File: config.mk
export PLATFORM = sky130hd
export DESIGN_NAME = virtual_handle_table_unit
export DESIGN_NICKNAME = d
export VERILOG_FILES = /design/src/design/vht_pkg.sv /design/src/design/vht_ctrl.sv /design/src/design/vht_datapath.sv /design/src/design/virtual_handle_table_unit.sv
export SDC_FILE = /design/constraint.sdc
export NUM_CORES = 2
export LEC_CHECK = 0
export ABC_AREA = 1
export BUFFER_PORTS_ARGS = -buffer_cell sky130_fd_sc_hd__buf_2
export CAP_MARGIN = 10
export CELL_PAD_IN_SITES_DETAIL_PLACEMENT = 0
export CELL_PAD_IN_SITES_GLOBAL_PLACEMENT = 1
export CORE_UTILIZATION = 40
export DETAILED_ROUTE_END_ITERATION = 6
export GPL_ROUTABILITY_DRIVEN = 0
export MAX_ROUTING_LAYER = met4
export PLACE_DENSITY_LB_ADDON = 0.1
export SYNTH_ARGS = -nofsm -noshare
export SYNTH_HDL_FRONTEND = slang
export SYNTH_MEMORY_MAX_BITS = 65536
export SYNTH_SLANG_ARGS = --single-unit
File: constraint.sdc
create_clock -name clk -period 7.3 [get_ports clk]
set_input_delay 0.73 -clock clk [delete_from_list [all_inputs] [get_ports clk]]
set_output_delay 0.73 -clock clk [all_outputs]
set_load 0.05 [all_outputs]
File: src/design/vht_pkg.sv
`timescale 1ns / 1ps
// ----------------------------------------------------------------------------
// vht_pkg: shared types and constants of the virtual handle table.
// Request and response formats, command codes and the control interface
// between the controller and the datapath.
// ----------------------------------------------------------------------------
package vht_pkg;

  typedef enum logic [1:0] {
    CMD_INSERT = 2'd0,
    CMD_REMOVE = 2'd1,
    CMD_LOOKUP = 2'd2,
    CMD_ALLOC  = 2'd3
  } command_t;

  // Configuration register indexes.
  localparam logic CFG_HDL_CLASS   = 1'b0;
  localparam logic CFG_ENTRY_LIMIT = 1'b1;

  localparam int HDL_CLASS_W   = 8;
  localparam int ENTRY_LIMIT_W = 7;
  localparam int CFG_DATA_W    = 8;
  localparam int COUNT_OUT_W   = 7;
  localparam int COUNTER_W     = 25;

  localparam logic [HDL_CLASS_W-1:0]   HDL_CLASS_RESET   = 8'h80;
  localparam logic [ENTRY_LIMIT_W-1:0] ENTRY_LIMIT_RESET = 7'd64;
  localparam logic [COUNTER_W-1:0]     COUNTER_START     = 25'h00000ff;
  localparam logic [COUNTER_W-1:0]     COUNTER_LIMIT     = 25'h1000000;

  typedef struct packed {
    command_t    command;
    logic [31:0] vhandle;
    logic        entry_present;
    logic [31:0] entry_value;
  } req_t;

  typedef struct packed {
    logic                   ok;
    logic [31:0]            found_value;
    logic [31:0]            new_handle;
    logic [COUNT_OUT_W-1:0] entry_count;
  } rsp_t;

  typedef struct packed {
    logic clear_en;
    logic load;
    logic scan_en;
    logic finish;
  } ctrl_cmd_t;

  typedef struct packed {
    logic scan_last;
    logic need_scan;
    logic out_free;
  } ctrl_sts_t;

endpackage

File: src/design/vht_ctrl.sv
`timescale 1ns / 1ps
// ----------------------------------------------------------------------------
// vht_ctrl: sequencing controller of the virtual handle table.
// Runs the clearing pass after reset, then steps a request through accept,
// slot scan and drain (skipped for alloc and a refused insert), completion.
// ----------------------------------------------------------------------------
module vht_ctrl (
  input  logic               clk,
  input  logic               rst,
  input  logic               req_valid,
  output logic               req_stall,
  input  vht_pkg::ctrl_sts_t sts,
  output vht_pkg::ctrl_cmd_t cmd
);
  import vht_pkg::*;

  typedef enum logic [2:0] {
    S_CLEAR,
    S_IDLE,
    S_SCAN,
    S_DRAIN,
    S_DONE
  } state_t;

  state_t state;

  assign req_stall = (state != S_IDLE);

  always_comb begin
    cmd          = '0;
    cmd.clear_en = (state == S_CLEAR);
    cmd.load     = (state == S_IDLE) && req_valid;
    cmd.scan_en  = (state == S_SCAN);
    cmd.finish   = (state == S_DONE) && sts.out_free;
  end

  always_ff @(posedge clk) begin
    if (rst) begin
      state <= S_CLEAR;
    end else begin
      unique case (state)
        S_CLEAR: begin
          if (sts.scan_last) state <= S_IDLE;
        end
        S_IDLE: begin
          if (req_valid) state <= sts.need_scan ? S_SCAN : S_DONE;
        end
        S_SCAN: begin
          if (sts.scan_last) state <= S_DRAIN;
        end
        S_DRAIN: begin
          state <= S_DONE;
        end
        S_DONE: begin
          if (sts.out_free) state <= S_IDLE;
        end
        default: begin
          state <= S_CLEAR;
        end
      endcase
    end
  end

endmodule

File: src/design/vht_datapath.sv
`timescale 1ns / 1ps
// ----------------------------------------------------------------------------
// vht_datapath: slot memory, scan logic, counters and response register.
// Slots are read one per cycle; the compare stage tracks the matching slot
// and the lowest free slot, and completion applies the command.
// ----------------------------------------------------------------------------
module vht_datapath #(
  parameter int DEPTH = 64
) (
  input  logic                            clk,
  input  logic                            rst,
  input  vht_pkg::req_t                   req,
  input  logic                            cfg_we,
  input  logic                            cfg_index,
  input  logic [vht_pkg::CFG_DATA_W-1:0]  cfg_data,
  input  vht_pkg::ctrl_cmd_t              cmd,
  output vht_pkg::ctrl_sts_t              sts,
  output logic                            rsp_valid,
  input  logic                            rsp_stall,
  output vht_pkg::rsp_t                   rsp
);
  import vht_pkg::*;

  localparam int AW = (DEPTH > 1) ? $clog2(DEPTH) : 1;
  localparam int CW = $clog2(DEPTH + 1);
  localparam int UW = (CW > ENTRY_LIMIT_W) ? CW : ENTRY_LIMIT_W;
  localparam logic [AW-1:0] LAST_ADDR = AW'(DEPTH - 1);
  localparam logic [UW-1:0] DEPTH_U   = UW'(DEPTH);

  typedef struct packed {
    logic        valid;
    logic [31:0] key;
    logic [31:0] tag;
  } slot_t;

  slot_t mem [DEPTH];
  slot_t rd_data;

  logic [HDL_CLASS_W-1:0]   hdl_class;
  logic [ENTRY_LIMIT_W-1:0] entry_limit;
  logic [CW-1:0]            used_count;
  logic [COUNTER_W-1:0]     next_counter;

  req_t          cur;
  logic [AW-1:0] ptr;
  logic [AW-1:0] cmp_idx;
  logic          rd_pend;
  logic          match_found;
  logic [AW-1:0] match_idx;
  logic [31:0]   match_tag;
  logic          free_found;
  logic [AW-1:0] free_idx;

  logic          full;
  logic          wr_en;
  logic [AW-1:0] wr_addr;
  slot_t         wr_data;
  rsp_t          rsp_next;
  logic [CW-1:0] used_next;
  logic [COUNTER_W-1:0] counter_next;

  // The full test uses the live count, which only changes at completion.
  assign full = (UW'(used_count) >= UW'(entry_limit)) || (UW'(used_count) >= DEPTH_U);

  always_comb begin
    sts           = '0;
    sts.scan_last = (ptr == LAST_ADDR);
    sts.need_scan = (req.command != CMD_ALLOC) && !((req.command == CMD_INSERT) && full);
    sts.out_free  = !rsp_valid || !rsp_stall;
  end

  // Completion: apply the command and form the response.
  always_comb begin
    rsp_next     = '0;
    used_next    = used_count;
    counter_next = next_counter;
    wr_en        = 1'b0;
    wr_addr      = ptr;
    wr_data      = '0;
    unique case (cur.command)
      CMD_INSERT: begin
        if (!full) begin
          rsp_next.ok = 1'b1;
          if (cur.entry_present && (cur.vhandle != 32'd0) && !match_found && free_found) begin
            wr_en     = 1'b1;
            wr_addr   = free_idx;
            wr_data   = '{valid: 1'b1, key: cur.vhandle, tag: cur.entry_value};
            used_next = used_count + CW'(1);
          end
        end
      end
      CMD_REMOVE: begin
        if (match_found) begin
          rsp_next.ok = 1'b1;
          wr_en       = 1'b1;
          wr_addr     = match_idx;
          used_next   = used_count - CW'(1);
        end
      end
      CMD_LOOKUP: begin
        if (match_found) begin
          rsp_next.ok          = 1'b1;
          rsp_next.found_value = match_tag;
        end
      end
      CMD_ALLOC: begin
        if (next_counter < COUNTER_LIMIT) begin
          rsp_next.new_handle = {hdl_class, next_counter[23:0]};
          counter_next        = next_counter + COUNTER_W'(1);
        end
        rsp_next.ok = (rsp_next.new_handle != 32'd0);
      end
      default: begin
        rsp_next = '0;
      end
    endcase
    rsp_next.entry_count = COUNT_OUT_W'(used_next);
    if (cmd.clear_en) begin
      wr_en   = 1'b1;
      wr_addr = ptr;
      wr_data = '0;
    end
  end

  // Slot memory: one write port, one registered read port.
  always_ff @(posedge clk) begin
    if (cmd.finish && wr_en || cmd.clear_en) begin
      mem[wr_addr] <= wr_data;
    end
    if (cmd.scan_en) begin
      rd_data <= mem[ptr];
    end
  end

  always_ff @(posedge clk) begin
    if (rst) begin
      hdl_class    <= HDL_CLASS_RESET;
      entry_limit  <= ENTRY_LIMIT_RESET;
      used_count   <= '0;
      next_counter <= COUNTER_START;
      ptr          <= '0;
      rd_pend      <= 1'b0;
      match_found  <= 1'b0;
      free_found   <= 1'b0;
      rsp_valid    <= 1'b0;
    end else begin
      if (cfg_we) begin
        unique case (cfg_index)
          CFG_HDL_CLASS:   hdl_class   <= cfg_data[HDL_CLASS_W-1:0];
          CFG_ENTRY_LIMIT: entry_limit <= cfg_data[ENTRY_LIMIT_W-1:0];
          default:         hdl_class   <= hdl_class;
        endcase
      end

      if (cmd.load) begin
        ptr <= '0;
      end else if (cmd.clear_en || cmd.scan_en) begin
        ptr <= (ptr == LAST_ADDR) ? '0 : ptr + AW'(1);
      end

      rd_pend <= cmd.scan_en;

      if (cmd.load) begin
        match_found <= 1'b0;
        free_found  <= 1'b0;
      end else if (rd_pend) begin
        if (rd_data.valid && (rd_data.key == cur.vhandle) && !match_found) begin
          match_found <= 1'b1;
        end
        if (!rd_data.valid && !free_found) begin
          free_found <= 1'b1;
        end
      end

      if (cmd.finish) begin
        used_count   <= used_next;
        next_counter <= counter_next;
      end

      if (cmd.finish) begin
        rsp_valid <= 1'b1;
      end else if (!rsp_stall) begin
        rsp_valid <= 1'b0;
      end
    end
  end

  // Payload registers.
  always_ff @(posedge clk) begin
    if (cmd.load) begin
      cur <= req;
    end
    cmp_idx <= ptr;
    if (rd_pend && rd_data.valid && (rd_data.key == cur.vhandle) && !match_found) begin
      match_idx <= cmp_idx;
      match_tag <= rd_data.tag;
    end
    if (rd_pend && !rd_data.valid && !free_found) begin
      free_idx <= cmp_idx;
    end
    if (cmd.finish) begin
      rsp <= rsp_next;
    end
  end

endmodule

File: src/design/virtual_handle_table_unit.sv
`timescale 1ns / 1ps
// ----------------------------------------------------------------------------
// virtual_handle_table_unit: bounded handle-to-tag table with handle allocator.
// Top level joining the sequencing controller and the table datapath.
// ----------------------------------------------------------------------------
// Insert, remove and lookup load the response register after the slot reads,
// the drain of the last read and the completion step; allocate and a refused
// insert go straight to completion. One request is in work at a time: the
// next is accepted once the last completes, which a held response can stall.
// Reset: a clearing pass marks every slot empty with requests stalled;
// configuration is taken once out of reset.
module virtual_handle_table_unit #(
  parameter int DEPTH = 64
) (
  input  logic                           clk,
  input  logic                           rst,
  // Request channel.
  input  logic                           req_valid,
  output logic                           req_stall,
  input  vht_pkg::req_t                  req,
  // Response channel.
  output logic                           rsp_valid,
  input  logic                           rsp_stall,
  output vht_pkg::rsp_t                  rsp,
  // Configuration write port.
  input  logic                           cfg_we,
  input  logic                           cfg_index,
  input  logic [vht_pkg::CFG_DATA_W-1:0] cfg_data
);
  import vht_pkg::*;

  // The controller only sees status flags from the datapath and drives a
  // small set of commands back. The response register sits in the datapath,
  // so a finished response may wait while the next request is accepted.
  ctrl_cmd_t cmd;
  ctrl_sts_t sts;

  vht_ctrl u_ctrl (
    .clk       (clk),
    .rst       (rst),
    .req_valid (req_valid),
    .req_stall (req_stall),
    .sts       (sts),
    .cmd       (cmd)
  );

  // The datapath holds the slot memory, the compare stage that records the
  // matching slot and the lowest free slot, the entry count, the allocation
  // counter and the configuration registers.
  vht_datapath #(
    .DEPTH (DEPTH)
  ) u_datapath (
    .clk       (clk),
    .rst       (rst),
    .req       (req),
    .cfg_we    (cfg_we),
    .cfg_index (cfg_index),
    .cfg_data  (cfg_data),
    .cmd       (cmd),
    .sts       (sts),
    .rsp_valid (rsp_valid),
    .rsp_stall (rsp_stall),
    .rsp       (rsp)
  );

endmodule

# Yosys cells after proc, flatten, opt, wreduce, memory -nomap -nowiden
# Memories as Yosys holds them, arrays and structs flattened. A register that Yosys moved wholly into a read port is not among the register bits.
# Cells that the tools add are included.
# op_classes
bitwise_logic	1
eq_ne	16
muxes	34
shift	0
reduce_logical	39
n_div	0
addsub	4
n_mul	0
n_lt_le_gt_ge	3
# op_table
cell	count
$mux W65	4
$mux W32	2
$reduce_bool A32 Y1	2
$mux W33	1
$eq A32 B32 Y1	1
$mux W6	5
$add A25 B1 Y25 const B	1
$lt A25 B25 Y1 const B	1
$mux W7	3
$logic_and A1 B1 Y1	16
$mux W3	5
$pmux W3 S5	1
$pmux W7 S2	1
$pmux W6 S2	1
$reduce_and A2 Y1	5
$mux W1	9
$ne A2 B2 Y1 const B	4
$add A7 B1 Y7 const B	1
$ge A7 B7 Y1	1
$ge A7 B7 Y1 const B	1
$sub A7 B1 Y7 const B	1
$add A6 B1 Y6 const B	1
$eq A3 B2 Y1 const B	2
$eq A6 B6 Y1 const B	1
16 further kinds	27
# word_totals
regBits	249
inputBits	81
mem_count	1
wordCells	120
latch_bits	0
ram_bits	4160
output_inout_bits	74
rom_bits	0
# memory_table
name	depth	word_bits	read_ports	rd_clocked_by_memory_dff	wr	line_no	text
u_datapath.mem	64	65	1	1	1	vht_datapath.sv:36	slot_t mem [DEPTH];

# Depth between registers and ports, before layout
# depth
depth_word	12
mapped_depth	16

# Cells and area by module
# From an unflattened synthesis, not the netlist that was laid out.
# hier_totals
cells_unflattened	12743
hier_area_um2	173896.8
# by_module_without_submodules
mod	n_inst	cells_each	area_per_inst_um2
vht_datapath	1	12703	173675.3
vht_ctrl	1	40	221.5

# Worst setup path before layout
# OpenSTA, ideal clock, no wires.
# synth_timing
path_type	reg-to-reg
start	register u_datapath.used_count[0]
end	memory u_datapath.mem[0][44] in the netlist's numbering (data pin)
path_buffers	1
t_required_ps	6800
path_stages_with_launch	13
arrival_ps	4934
setup_ps	500
slack_ps	1866
cell_sequence	dfxtp_1 inv_1 ha_1 nand2_1 nor2_1 nand3_1 nand4_2 nor2_4 nand2_1 nor2_1 inv_2 buf_1 nor2_1
# synth_lines
item	line_no	text
from (decl)	vht_datapath.sv:41	logic [CW-1:0] used_count;
from (signal assigned)	vht_datapath.sv:176	used_count <= used_next;
to (decl)	vht_datapath.sv:36	

# Final worst setup path
# layout_timing
start	register u_datapath.match_found
end	memory u_datapath.mem[16][13] in the netlist's numbering, enable pin
# layout_between
elab_chain_len	11
elab_cells_between_ends	17
# layout_rtl
item	line_no	text
from (decl)	vht_datapath.sv:48	logic match_found;
from (signal assigned)	vht_datapath.sv:143	match_found <= 1'b0;
from (signal assigned)	vht_datapath.sv:164	match_found <= 1'b0;
from (signal assigned)	vht_datapath.sv:168	match_found <= 1'b1;
$logic_not A1 Y1	vht_datapath.sv:84	if (cur.entry_present && (cur.vhandle != 32'd0) && !match_found && free_found) begin
$logic_and A1 B1 Y1 (2 in series)	vht_datapath.sv:84	
$mux W1	vht_datapath.sv:84	
$mux W1	vht_datapath.sv:82	if (!full) begin
$pmux W1 S2	vht_datapath.sv:80	unique case (cur.command)
$mux W1	vht_datapath.sv:118	if (cmd.clear_en) begin
$logic_and A1 B1 Y1	vht_datapath.sv:127	if (cmd.finish && wr_en || cmd.clear_en) begin
$logic_or A1 B1 Y1	vht_datapath.sv:127	
$mux W1	vht_datapath.sv:127	
$mux W1 (implied by the code)	vht_datapath.sv:128	mem[wr_addr] <= wr_data;
# Parallel ways exist; a longest one is shown, timed or not.

==> qor.yml <==
final_nets: 12941
clock_latency_ps: 1040
via_per_inst: 5.97
yosysWarnings: 0
cts_resized: 0
synth_area_leaders: "edfxtp_1 76%, o21ai_0 6.1%, nor2_1 5.1%, o22ai_1 2.2%, o221ai_1 2.1%"
peakVddDrop_mv: 0.246
clockBufferDepth: 4
wl_um: 614000
dpl-instance-area_um2: 182000
overflow: 0
skew_ps: 53.3
worst-path-max-fanout: 47
hold_violations: 0
cap_violations: 0
clockRootBuffer: "clkbuf_16"
setup_slack_ps: 2010
die_h_um: 660
syn-instance-count: 12725
r2r_start: "u_datapath.match_found"
tritoncts: "built"
ios: 155
grt_max_degree: 171
final_max_slew_viol_count: 0
synth_common_cells: "4,408 x edfxtp_1, 2,368 x nor2_1, 2,120 x o21ai_0, 653 x clkbuf_1, 624 x nand2_1"
path_clk_slew_ps: 60
worstMarginPinSlew_ps: 1330
startpoint: "u_datapath.match_found"
synth.distinct_cells: 53
fin_setup_tns_ps: 0
p_leak_nw: 54.7
synthFlopType: "edfxtp_1"
synth_area_um2: 173000
wl_per_cell_um: 32.3
htree_levels: 5
first_pass_iters: 6
dpl.hpwl_um: 337000
grt_use_total_pct: 28.3
timing.hold.ws_ps: 68.4
fp.dieW_um: 660
dieArea_um2: 436000
rsz0062_at_grt: "false"
drtIter0Drc: 13907
fin_crit_sh_pct: 72.5
cp.required_ps: 7910
cts.sinks: 4474
min_path_type: "input port to flip-flop"
grt_pass1_wl_um: 852000
power_density_nw_per_um2: 276
first_global_vias: 107922
drive_gt1_share_pct: 10.2
endpoint_kind: "flip-flop"
utilization_pct: 45.9
syn_nets: 12817
pre_cts_ws_ps: 2220
post_cts_buffers: 0
async_flop_share_pct: 0
dr_total_vias: 113607
grt_antenna_before_repair: 30
post-route-cell-area_um2: 198000
cts-buffers-inserted: 478
core_area_um2: 431000
initial_core_util_pct: 40.2
min_from: "req[45]"
netlist.area_leader.share_pct: 76.3
rows: 241
drc: 0
startpoint_type: "flip-flop"
synth_edf_count: 4408
path_class: "flip-flop to flip-flop"
avgSynthCellArea_um2: 13.6
area_growth_pct: 14.2
final_antenna_net_count: 0
status: "finished clean"
setup_violations: 0
cp.arrival_ps: 5900
yosysSeqAreaShare_pct: 77.1
yosys.area.top_type: "edfxtp_1"
slew_headroom_pct: 10.4
fmax_ghz: 0.189
layout_min_cycle_time_ps: 5290
synth_most_common_cell: "edfxtp_1"
synth_seq_cells: 4474
portBuffers: 154
-- cell usage in the layout, fill, tap and decap left out, drive strengths merged, types with 3 or more instances in the layout --
master,n
nor2,2382
a22o,12
buf,492
nand3,461
edfxtp,4408
xnor2,4
or2,11
clkinv,234
nor4,6
ha,11
nand2,634
dlygate4sd3,49
clkbuf,589
o211ai,101
clkinvlp,17
o221ai,423
dfxtp,66
a31oi,30
a21oi,168
nor3,23
diode,59
bufinv,32
nand4,94
o21ai,2143
a211oi,3
o22ai,614
xor2,19
inv,214
-- worst paths after layout --
kind / end / slack (ps) / cells past startpoint
worst min-delay path: u_datapath.cur[45] / 70 / 1
worst max register to register: u_datapath.mem[16][13] / 2010 / 12
worst max-delay path: u_datapath.mem[16][13] / 2010 / 12
worst min register to register: u_datapath.match_tag[16] / 400 / 0
-- power by group --
part	switching, mW	internal, mW
combinational	2.37	0.744
clock	10.3	13.3
sequential	0.0596	28.0
total	12.7	42.0
-- cell type report --
class,count,area (um2)
antenna,59,148
clock buffer,589,12500
clock inverter,295,2490
fill,38210,233000
inverter,202,822
multi-input combinational,7152,36300
sequential,4474,134000
tap,5710,7140
timing repair buffer,541,5000
-- per-layer routing --
| layer | up-vias | global-route usage (%) | wire length (um) |
|---|---|---|---|
| li1 | 48325 | - | - |
| met5 | - | - | 0 |
| met1 | 59497 | 39.9 | 269000 |
| met3 | 896 | 3.48 | 43900 |
| met4 | 0 | 9.29 | 22000 |
| met2 | 4889 | 42.9 | 279000 |
-- cells by family (layout without fill, tap and decap cells) --
family,after synthesis,after routing,synth area share [%]
simple gates,3616,3616,8.45
flops,4474,4474,77.1
fa+ha+maj,11,11,0.0794
other cells,0,59,0
xor+xnor,23,23,0.116
compound gates,3502,3502,11.7
buf+inv,1099,1627,2.57
-- flip-flops by register name (all words and copies together) (netlist names), 6 cells and up --
signal                   cells
u_datapath.ptr               6
u_datapath.cmp_idx           6
u_datapath.used_count        7
u_datapath.rd_data          65
u_datapath.hdl_class         8
u_datapath.mem            4160
u_datapath.rsp              72
u_datapath.free_idx          6
u_datapath.cur              67
u_datapath.entry_limit       7
u_datapath.match_tag        32
u_datapath.next_counter     25
u_datapath.match_idx         6
-- repair_timing --
action | in CTS | in global routing
hold endpoints to repair | 49 | 0
hold buffers | 49 | 0
endpoints found under the setup margin | 0 | 0
-- worst max-delay path, cell delays in order, from the launching register on --
cell,delay [ps]
dfxtp_1,450
inv_2,270
nand3_1,140
nor2_1,720
nand2_2,310
nand3_1,170
nand3_1,200
nand2_1,110
o21ai_1,140
nor2_1,220
nand2_1,510
nor2_4,1000
buf_12,450
-- through the flow --
step / power (mW) / std cells
after global routing: 56.2 / 19017
after global placement: 31.6 / 18011
final: 54.7 / 19022
after floorplan: 30.4 / 12725
after CTS: 55.0 / 18957
after detailed placement: 31.7 / 18024
No activity file was read; power rests on OpenSTA's default activity.
